## src/hw/rtl/sdr_pkg.sv

```systemverilog
// Shared types and constants for the stream duplicate remover.
// No dependencies; every other file of the block refers to this package.
package sdr_pkg;

  // Widths of the request and result fields.
  localparam int VALUE_W = 64;
  localparam int SLOT_W  = 6;
  localparam int COUNT_W = 7;

  // Default number of unique values one set may hold.
  localparam int DEPTH_DEFAULT = 64;

  // Control flags that travel with a request down the cell chain.
  typedef struct packed {
    logic valid;    // stage holds a request
    logic restart;  // request opens a new set
    logic ovf;      // set was already full; request changes nothing
    logic found;    // request is resolved (matched or stored)
    logic kept;     // request was stored as a new unique value
  } flags_t;

endpackage

```

## src/hw/rtl/sdr_cell.sv

```systemverilog
// One cell of the duplicate remover chain: holds one stored value and
// passes each request on to the next cell. Depends on sdr_pkg.
module sdr_cell #(
  parameter int INDEX = 0,
  parameter int SW    = 6,
  parameter int CW    = 7
) (
  input  logic                          clk,
  input  logic                          rst,
  input  logic                          adv,
  input  sdr_pkg::flags_t               flags_in,
  input  logic [sdr_pkg::VALUE_W-1:0]   value_in,
  input  logic [SW-1:0]                 slot_in,
  input  logic [CW-1:0]                 count_in,
  output sdr_pkg::flags_t               flags_out,
  output logic [sdr_pkg::VALUE_W-1:0]   value_out,
  output logic [SW-1:0]                 slot_out,
  output logic [CW-1:0]                 count_out
);

  localparam logic [SW-1:0] MY_SLOT  = SW'(INDEX);
  localparam logic [CW-1:0] MY_COUNT = CW'(INDEX + 1);

  // Cell contents. The filled flags of the whole row form the stored
  // count in thermometer code; filled cells are always a prefix.
  logic                        filled;
  logic [sdr_pkg::VALUE_W-1:0] data;

  logic                        held;
  logic                        hit;
  logic                        store;
  sdr_pkg::flags_t             flags_next;

  // A restart request sees the cell as empty.
  assign held  = filled && !flags_in.restart;
  assign hit   = flags_in.valid && !flags_in.ovf && !flags_in.found && held &&
                 (data == value_in);
  assign store = flags_in.valid && !flags_in.ovf && !flags_in.found && !held;

  always_comb begin
    flags_next       = flags_in;
    flags_next.found = flags_in.found || hit || store;
    flags_next.kept  = flags_in.kept || store;
  end

  // Cell state and the registered request flags.
  always_ff @(posedge clk) begin
    if (rst) begin
      filled    <= 1'b0;
      flags_out <= '0;
    end else if (adv) begin
      if (store) begin
        filled <= 1'b1;
      end else if (flags_in.valid && flags_in.restart) begin
        filled <= 1'b0;
      end
      flags_out <= flags_next;
    end
  end

  // Stored value and the registered request payload.
  always_ff @(posedge clk) begin
    if (adv) begin
      if (store) begin
        data <= value_in;
      end
      value_out <= value_in;
      slot_out  <= (hit || store) ? MY_SLOT : slot_in;
      count_out <= (held || store) ? MY_COUNT : count_in;
    end
  end

endmodule

```

## config.mk

```make
export PLATFORM = sky130hd
export DESIGN_NAME = sdr_cell
export DESIGN_NICKNAME = d
export VERILOG_FILES = /design/src/hw/rtl/sdr_pkg.sv /design/src/hw/rtl/sdr_cell.sv
export SDC_FILE = /design/constraint.sdc
export NUM_CORES = 1
export LEC_CHECK = 0
export BUFFER_PORTS_ARGS = -buffer_cell sky130_fd_sc_hd__buf_2
export CAP_MARGIN = 20
export CORE_MARGIN = 5
export CORE_UTILIZATION = 40
export DETAILED_ROUTE_END_ITERATION = 10
export PLACE_DENSITY = 0.67
export SYNTH_ARGS = -nofsm -noshare
export SYNTH_HDL_FRONTEND = slang
export SYNTH_SLANG_ARGS = --single-unit
```

## constraint.sdc

```tcl
create_clock -name clk -period 3.7 [get_ports clk]
set_input_delay 0.185 -clock clk [delete_from_list [all_inputs] [get_ports clk]]
set_output_delay 0.185 -clock clk [all_outputs]
set_load 0.05 [all_outputs]
```

# Word level (Yosys, flattened, before mapping)
# Index checks and enable logic that the tools add are counted.
# classes
n_eq_ne,1
mux,2
n_reduce_logical,19
# ops
operator,n
equality test 64 bit,1
logical AND 1 bit,7
logical OR 1 bit,5
zero test 1 bit,4
AND reduction 2 bit,2
2-to-1 mux 1 bit,2
nonzero test 2 bit,1
# word_totals
ff_bits,147
output_inout_bits,82
word_cells,32

# Longest topological paths before layout
# Gate-level depths: netlist (run 1).
# logic_depth
depth_word,7
depth_mapped,7
depth_no_buf,6

# Worst setup path before layout (run 1)
# Ideal clock, no wire load.
# synth_timing
kind,register to register
start,register filled
end,"register data[0] in the netlist's numbering, enable pin"
arrival_time_ns,2.008
t_required_ns,3.270
path_slack_ns,1.262
path_stages_with_launch,3
n_path_buf,0
period_less_slack_ns,2.438
cell_sequence,dfxtp_1 -> nand2b_1 -> and3_1
# synth_between
elab_chain_cells,4
# synth_rtl
item,line_no,source
from (decl),sdr_cell.sv:26,logic filled;
from (signal assigned),sdr_cell.sv:49,filled <= 1'b0;
from (signal assigned),sdr_cell.sv:53,filled <= 1'b1;
from (signal assigned),sdr_cell.sv:55,filled <= 1'b0;
logical AND 1 bit,sdr_cell.sv:35,assign held = filled && !flags_in.restart;
zero test 1 bit,sdr_cell.sv:38,assign store = flags_in.valid && !flags_in.ovf && !flags_in.found && !held;
logical AND 1 bit,sdr_cell.sv:38,
AND reduction 2 bit (no line),-,
to (signal assigned),sdr_cell.sv:65,data <= value_in;
to (decl),sdr_cell.sv:27,logic [sdr_pkg::VALUE_W-1:0] data;
# Every way passes these cells.
# A chain may end at the register's enable or synchronous reset.

# Worst setup path after layout (run 1)
# layout_timing
start,input port value_in[38] in the netlist's numbering
end,"register slot_out[0], data pin"
# layout_between
elab_chain_cells,3
# layout_rtl
item,line_no,source
from (decl),sdr_cell.sv:12,"input logic [sdr_pkg::VALUE_W-1:0] value_in,"
equality test 64 bit,sdr_cell.sv:37,(data == value_in);
logical AND 1 bit,sdr_cell.sv:36,assign hit = flags_in.valid && !flags_in.ovf && !flags_in.found && held &&
logical OR 1 bit,sdr_cell.sv:68,slot_out <= (hit || store) ? MY_SLOT : slot_in;
to (signal assigned),sdr_cell.sv:68,
to (decl),sdr_cell.sv:17,"output logic [SW-1:0] slot_out,"
# Every way passes these cells.

==> summary.md, run 1 <==
| Metric | Value |
|---|---|
| Width of the die | `127 um` |
| Drt first pass iters | `4` |
| Mux cell area share after synthesis | `0.551%` |
| Worst Setup Path Type | `primary input to register` |
| Number of global-route vias before repair | `3591` |
| Number of hold buffers added after cts | `64` |
| Total wirelength of the detailed-routed design | `11900 um` |
| Final setup viols | `0` |
| Endpoints failing hold | `0` |
| Number of levels the H-tree was split into | `4` |
| Largest family of logic cells by synthesized area | `simple AND/OR/NAND/NOR gates` |
| Layout fillers | `1018` |
| Arrival time reported for the critical path endpoint | `2.62 ns` |
| Routability congestion estimate from global placement | `0.739` |
| Area of the core region | `13300 sq um` |
| Layout cells sized above 1 | `39.0%` |
| Root buf cell | `clkbuf_16` |
| Netlist area before placement | `5450 sq um` |
| Synth top area share | `77.7%` |
| Post-route ant nets | `0` |
| RSZ-0062 raised after global routing | `false` |
| Full die area | `16100 sq um` |
| Area growth syn-to-layout | `41.3%` |
| Area of the multi-input gates | `1020 sq um` |
| Effective utilization at floorplan | `41.0%` |
| Antenna cell count | `0` |
| Most used cells in the layout excluding fill and tap cells | `165 x buf_2, 141 x edfxtp_1, 64 x dlygate4sd3_1` |
| Routed length per instance | `16.2 um` |
| Synthesized-area fraction occupied by and/or/nand/nor cells | `8.27%` |
| Register area | `4350 sq um` |
| Highest clock rate | `407 MHz` |
| Die Span Y | `127 um` |
| Worst endpoint required time | `3.86 ns` |
| Avg Cell Area, Syn | `18.5 sq um` |
| Final critical-path share of the clock period | `66.5%` |
| Critical Path End Type | `register` |
| Top delay family on crit path | `compound AO/OA/AOI/OAI gates` |
| Setup repair bufs after CTS | `0` |
| Total of warnings raised by yosys | `0` |
| Count of mapped cells out of synthesis | `294` |
| Row Count | `42` |
| Maximum clock skew at final layout | `0.00558 ns` |
| Slew at the pin closest to its max-slew limit | `0.924 ns` |
| Vias | `3347` |
| Class of the worst hold path | `primary input to register` |
| Maximum ir drop on the vdd rail | `0.282 mV` |
| Clock tree from TritonCTS | `built` |
| Skew-Pair Late Insertion Delay | `0.41 ns` |
| Maximum number of pins on one net before global-route repair | `47` |
| Shortest clock period the worst path allows after layout | `2.46 ns` |
| Max-cap violations | `0` |
| Worst hold-check slack | `0.0339 ns` |
| Total nets after synthesis | `379` |
| Xor/xnor share of the synthesized area | `6.91%` |
| CTS Buffer Depth | `2` |
| Total negative setup slack | `0 ns` |
| Wire length of the first global-routing pass | `18800 um` |
| Cell type with the highest aggregate area in the netlist | `edfxtp_1` |
| Startpoint types | `primary input` |
| Nets@finish | `629` |
| Count of state elements after synthesis | `147` |
| Initial antenna violation count | `0` |
| Status | `completed` |
| Longest individual stage delay on the worst path | `0.81 ns` |
| Master of the slowest instance on the critical path | `a2111oi_0` |
| Mean number of vias per cell | `4.57` |
| Count of unique library cells instantiated by Yosys | `36` |
| Number of clock sinks | `147` |
| Clock-pin slew of the registers on the worst-case setup and hold paths | `0.06 ns` |
| Power consumption | `0.00404 W` |
| Most frequent standard cell in the layout excluding fill and tap cells | `buf_2` |
| Cells along the critical path | `dlygate4sd3_1 -> buf_2 -> nor2b_1 -> a2111oi_0 -> nand4_2 -> nor4_2 -> a21oi_2 -> and2_1` |
| Final count of pins violating max slew | `0` |
| Post-CTS Resized | `0` |
| Leakage power | `3.04 nW` |
| Total global routing overflow | `0` |
| Count of routing violations after the opening detailed-route iteration | `195` |
| Overall fraction of global-route tracks in use | `15.2%` |
| Synth Area in Adders | `0%` |
| Share of the synthesized area in compound gates (AO/OA/AOI/OAI) | `3.05%` |
| Top-level port count | `167` |
| Critical path fanouts, max | `7` |
| Placed wire-length estimate | `8020 um` |
| CTS buffer count | `17` |
| Fraction of the yosys area taken by sequential cells | `79.9%` |
| Top cells by area, synth | `edfxtp_1 78%, xor2_1 6.1%, dfxtp_1 2.2%` |
| Post-route DRC violation count | `0` |
| Power density over the cells | `525 nW/um^2` |
| Port bufs | `166` |
| Worst slew margin relative to its limit | `36.8%` |
| Count of buffering cells on the critical path with inverters included | `2` |
per-stage QoR:
stage	setup slack (ns)	cells	instance area, sq um	utilization, %
finish	1.24	733	7700	57.9
global route	1.21	733	7700	57.9
CTS	1.21	733	7700	57.9
detailed placement	1.26	637	6520	49.0
global placement	1.30	637	6520	49.0
floorplan	1.26	294	5450	-
sequential cells by signal, summed over array words and instances, names as in the netlist:
name / count
flags_out: 5
data: 64
slot_out: 6
count_out: 7
value_out: 64
filled: 1
cell usage after synthesis:
cell         n
or3_1        1
a311oi_2     1
and3_1       1
xor2_1      38
nand4_2      3
a21oi_2      1
or3b_1       1
and2_1       6
inv_1       12
inv_2        1
nor2b_2      1
o221a_2      2
nor3_1       1
a2111o_1     1
a22oi_1      2
mux2i_1      3
and3_2       6
a21oi_1      1
a211oi_1     1
nor2b_1     12
dfxtp_1      6
nor3b_1      1
nor4_2       2
nor2_1       8
nand4_1      2
edfxtp_1   141
nand3_1      2
o2111a_1     2
nor3_2       1
nand2b_1    12
a2111oi_0    4
o22ai_1      1
o2111ai_1    2
xnor2_1      5
buf_6        2
nor4_1       8
per-layer routing:
metal	wire length, um	global-route usage (%)	up-vias	share of wire (%)
met3	959	5.72	12	8.1
li1	-	-	1626	-
met2	5760	24.6	123	48
met5	0	0	-	0
met1	5010	18.7	1586	42
met4	169	5.87	0	1.4
kinds of logic after synthesis:
group	count (synthesis)
buffers and inverters	15
xor gates and xnor gates	43
DFF	147
and+or+nand+nor	68
AOI/OAI and AO/OA	18
muxes	3
report_power, final:
| group | internal (W) | switching (W) |
|---|---|---|
| Sequential | 0.00192 | 0.0000224 |
| Clock | 0.000918 | 0.000643 |
| Combinational | 0.000160 | 0.000381 |
| Total | 0.00300 | 0.00105 |
worst reg2reg max path, cell delays in order (launching register included):
cell       delay (ns)
edfxtp_1         0.38
nor2b_1          0.14
a2111oi_0        0.79
nand4_2          0.18
nor4_2           0.28
a21oi_2          0.18
and2_1           0.19
worst paths after layout:
kind | end | depth (start not counted) | startpoint | slack [ns]
max | slot_out[0]$_SDFFCE_PP0P_ | 8 | value_in[38] | 1.24
min | value_out[5]$_DFFE_PP_ | 1 | value_in[5] | 0.03
max reg2reg | slot_out[0]$_SDFFCE_PP0P_ | 6 | data[27]$_DFFE_PP_ | 1.31
min reg2reg | flags_out[2]$_SDFFE_PP0P_ | 2 | flags_out[2]$_SDFFE_PP0P_ | 0.49
cell type report:
class / count / area share (%)
repair buffers: 233 / 19.6
flip-flops and latches: 147 / 56.5
inverters: 13 / 0.634
clock inverters: 14 / 1.48
well taps: 176 / 2.86
multi-input cells: 132 / 13.3
clock buffers: 18 / 5.57
Power figures use the tool's default switching activity.
==> run 2: changes to the inputs <==
--- a/config.mk
+++ b/config.mk
@@ -10,7 +10,7 @@
 export CORE_MARGIN = 5
 export CORE_UTILIZATION = 40
 export DETAILED_ROUTE_END_ITERATION = 10
-export PLACE_DENSITY = 0.67
+export PLACE_DENSITY = 0.69
 export SYNTH_ARGS = -nofsm -noshare
 export SYNTH_HDL_FRONTEND = slang
 export SYNTH_SLANG_ARGS = --single-unit
==> constraint.sdc (replaced) <==
create_clock -name clk -period 2 [get_ports clk]
set_input_delay 0.1 -clock clk [delete_from_list [all_inputs] [get_ports clk]]
set_output_delay 0.1 -clock clk [all_outputs]
set_load 0.05 [all_outputs]
==> run 2 against run 1 <==
Compared with the run above:
- the flow now finishes with violations (negative setup slack)
- design area up 4.4%
- first-iteration DRC count down 17%
- worst hold slack worse by 0.0039 ns
- clock-buffer cell count unchanged
- final cell count up 3.3%
- core utilization up 2.6 points
- clock power up 110%
- non-clock buffer count up 24
- global-route usage up 0.14 points
- wire length up 3.4%
==> summary.md, run 2 (synthesized netlist as in run 1, its figures left out) <==
| Metric | Value |
|---|---|
| Area growth syn-to-layout | `47.6%` |
| Biggest registers after layout | `data (64), value_out (64), count_out (7)` |
| Highest clock rate | `485 MHz` |
| Overall fraction of global-route tracks in use | `15.4% (+0.14 points)` |
| Full die area | `16100 sq um (unchanged)` |
| Final standard cell count with taps included and fillers excluded | `757 (+3.3%)` |
| Initial antenna violation count | `0 (unchanged)` |
| Class of the worst hold path | `primary input to register` |
| RSZ-0062 raised after global routing | `true` |
| Startpoint types | `register` |
| Status | `finished with violations` |
| Max-cap violations | `0 (unchanged)` |
| Setup repair bufs after CTS | `0 (unchanged)` |
| Clock-pin slew of the registers on the worst-case setup and hold paths | `0.06 ns (about the same)` |
| Root buf cell | `clkbuf_16` |
| Master of the slowest instance on the critical path | `a2111oi_1` |
| Total cell area at the placement stage | `6600 sq um (+1.3%)` |
| Number of global-route vias before repair | `3697 (+3.0%)` |
| Area of the multi-input gates | `1080 sq um (+5.0%)` |
| Final setup viols | `7 (+7)` |
| Shortest clock period the worst path allows after layout | `2.06 ns` |
| Skew-Pair Late Insertion Delay | `0.41 ns (about the same)` |
| Maximum ir drop on the vdd rail | `0.833 mV (+200%)` |
| Critical Path End Type | `register` |
| Post-route ant nets | `0 (unchanged)` |
| Mean number of vias per cell | `4.63 (+1.5%)` |
| Power consumption | `0.00796 W (+97%)` |
| CTS Buffer Depth | `2 (unchanged)` |
| Row Count | `42 (unchanged)` |
| Area of the core region | `13300 sq um (unchanged)` |
| Total negative setup slack | `-0.325 ns (-0.325 ns)` |
| Total global routing overflow | `0 (unchanged)` |
| Number of clock sinks | `147 (unchanged)` |
| Worst Setup Path Type | `register to register` |
| Post-placement worst setup slack | `-0.269 ns (-1.53 ns)` |
| Maximum clock skew at final layout | `0.00549 ns (-0.0000862 ns)` |
| Slew at the pin closest to its max-slew limit | `0.519 ns (-0.405 ns)` |
| Leakage power | `3.19 nW (+5.0%)` |
| Placed wire-length estimate | `8240 um (+2.8%)` |
| Cells along the critical path | `nor2b_1 -> a2111oi_1 -> nand4_1 -> nor3_2 -> a21oi_4 -> and2_1` |
| Endpoints failing hold | `0 (unchanged)` |
| Register area | `4350 sq um (unchanged)` |
| Clock tree from TritonCTS | `built` |
| Vias | `3507 (+4.8%)` |
| Most used cells in the layout excluding fill and tap cells | `165 x buf_2, 141 x edfxtp_1, 77 x dlygate4sd3_1` |
| Die Span Y | `127 um (unchanged)` |
| Count of routing violations after the opening detailed-route iteration | `162 (-17%)` |
| Critical path fanouts, max | `7 (unchanged)` |
| Total wirelength of the detailed-routed design | `12300 um (+3.4%)` |
| Power density over the cells | `990 nW/um^2 (+88%)` |
| Fin area | `8040 sq um (+4.4%)` |
| CTS buffer count | `17 (unchanged)` |
| Width of the die | `127 um (unchanged)` |
| Worst endpoint required time | `2.17 ns (-1.69 ns)` |
| Top-level port count | `167 (unchanged)` |
| Wire length of the first global-routing pass | `19000 um (+1.2%)` |
| Final critical-path share of the clock period | `103%` |
| Placed Cells incl. Taps | `648 (+1.7%)` |
| Most frequent standard cell in the layout excluding fill and tap cells | `buf_2` |
| Final count of pins violating max slew | `0 (unchanged)` |
| Routability congestion estimate from global placement | `0.760 (+2.9%)` |
| Arrival time reported for the critical path endpoint | `2.23 ns (-0.39 ns)` |
| Layout fillers | `979 (-3.8%)` |
| Violations in the final reports | `negative setup slack` |
| Port bufs | `166 (unchanged)` |
| Nets@finish | `653 (+3.8%)` |
| Number of levels the H-tree was split into | `4 (unchanged)` |
| Layout cells sized above 1 | `39.6% (+0.63 points)` |
| Routed length per instance | `16.2 um (+0.12%)` |
| Drt first pass iters | `5 (+1)` |
| Post-route DRC violation count | `0 (unchanged)` |
| Min setup slack post-route | `-0.0627 ns (-1.30 ns)` |
| Antenna cell count | `0 (unchanged)` |
| Longest individual stage delay on the worst path | `0.52 ns (-0.29 ns)` |
| Maximum number of pins on one net before global-route repair | `39 (-17%)` |
| Effective utilization at floorplan | `41.0% (unchanged)` |
| Worst slew margin relative to its limit | `65.3% (+29 points)` |
-- run 2: critical path: cells and delay by family (launching register included) --
kind,cells,cell delay (ns)
AOI/OAI and AO/OA,2,0.65
DFF,1,0.37
and+or+nand+nor,4,0.80
-- run 2: final cells by class --
cell class	instances	share of cell area (%)
Timing Repair Buffer	257	21.4
Inverter	13	0.607
Tap cell	176	2.74
Multi-Input combinational cell	132	13.4
Clock buffer	18	5.34
Clock inverter	14	2.38
Sequential cell	147	54.1
-- run 2: through the flow --
step                      hold slack (ns)  utilization, %
after global routing               0.0111            60.5
after global placement              0.319            49.6
final                              0.0300            60.5
after detailed placement            0.319            49.6
after floorplan                     0.168               -
after CTS                         -0.0329            60.4
-- run 2: final timing paths --
check / from / endpoint / slack, ns / cells after the start
worst min-delay path: count_in[6] / count_out[6]$_SDFFCE_PP0P_ / 0.03 / 2
worst min register to register: flags_out[4]$_SDFFE_PP0P_ / flags_out[4]$_SDFFE_PP0P_ / 0.51 / 2
worst max-delay path: data[44]$_DFFE_PP_ / slot_out[3]$_SDFFCE_PP0P_ / -0.06 / 6
worst max register to register: data[44]$_DFFE_PP_ / slot_out[3]$_SDFFCE_PP0P_ / -0.06 / 6
-- run 2: layer usage --
metal | vias to the layer above | global-route usage (%) | part of all wire, %
met5 | - | 0 | 0
met2 | 121 | 26.3 | 50
met3 | 15 | 5.84 | 6.7
met4 | 0 | 4.86 | 1.3
met1 | 1695 | 17.9 | 42
li1 | 1676 | - | -
-- run 2: repair_timing --
action | CTS | global route
endpoints found under the setup margin | 7 | 7
hold buffers | 76 | 1
resized for setup | 10 | 1
endpoints found under the hold margin | 144 | 1
pin swaps | 9 | 1
-- run 2: power breakdown --
part | switching [W] | leakage [nW] | internal, W | total [W]
combinational | 0.000717 | 1.51 | 0.000326 | 0.00104
sequential | 0.0000435 | 1.38 | 0.00355 | 0.00360
clock | 0.00114 | 0.293 | 0.00218 | 0.00332
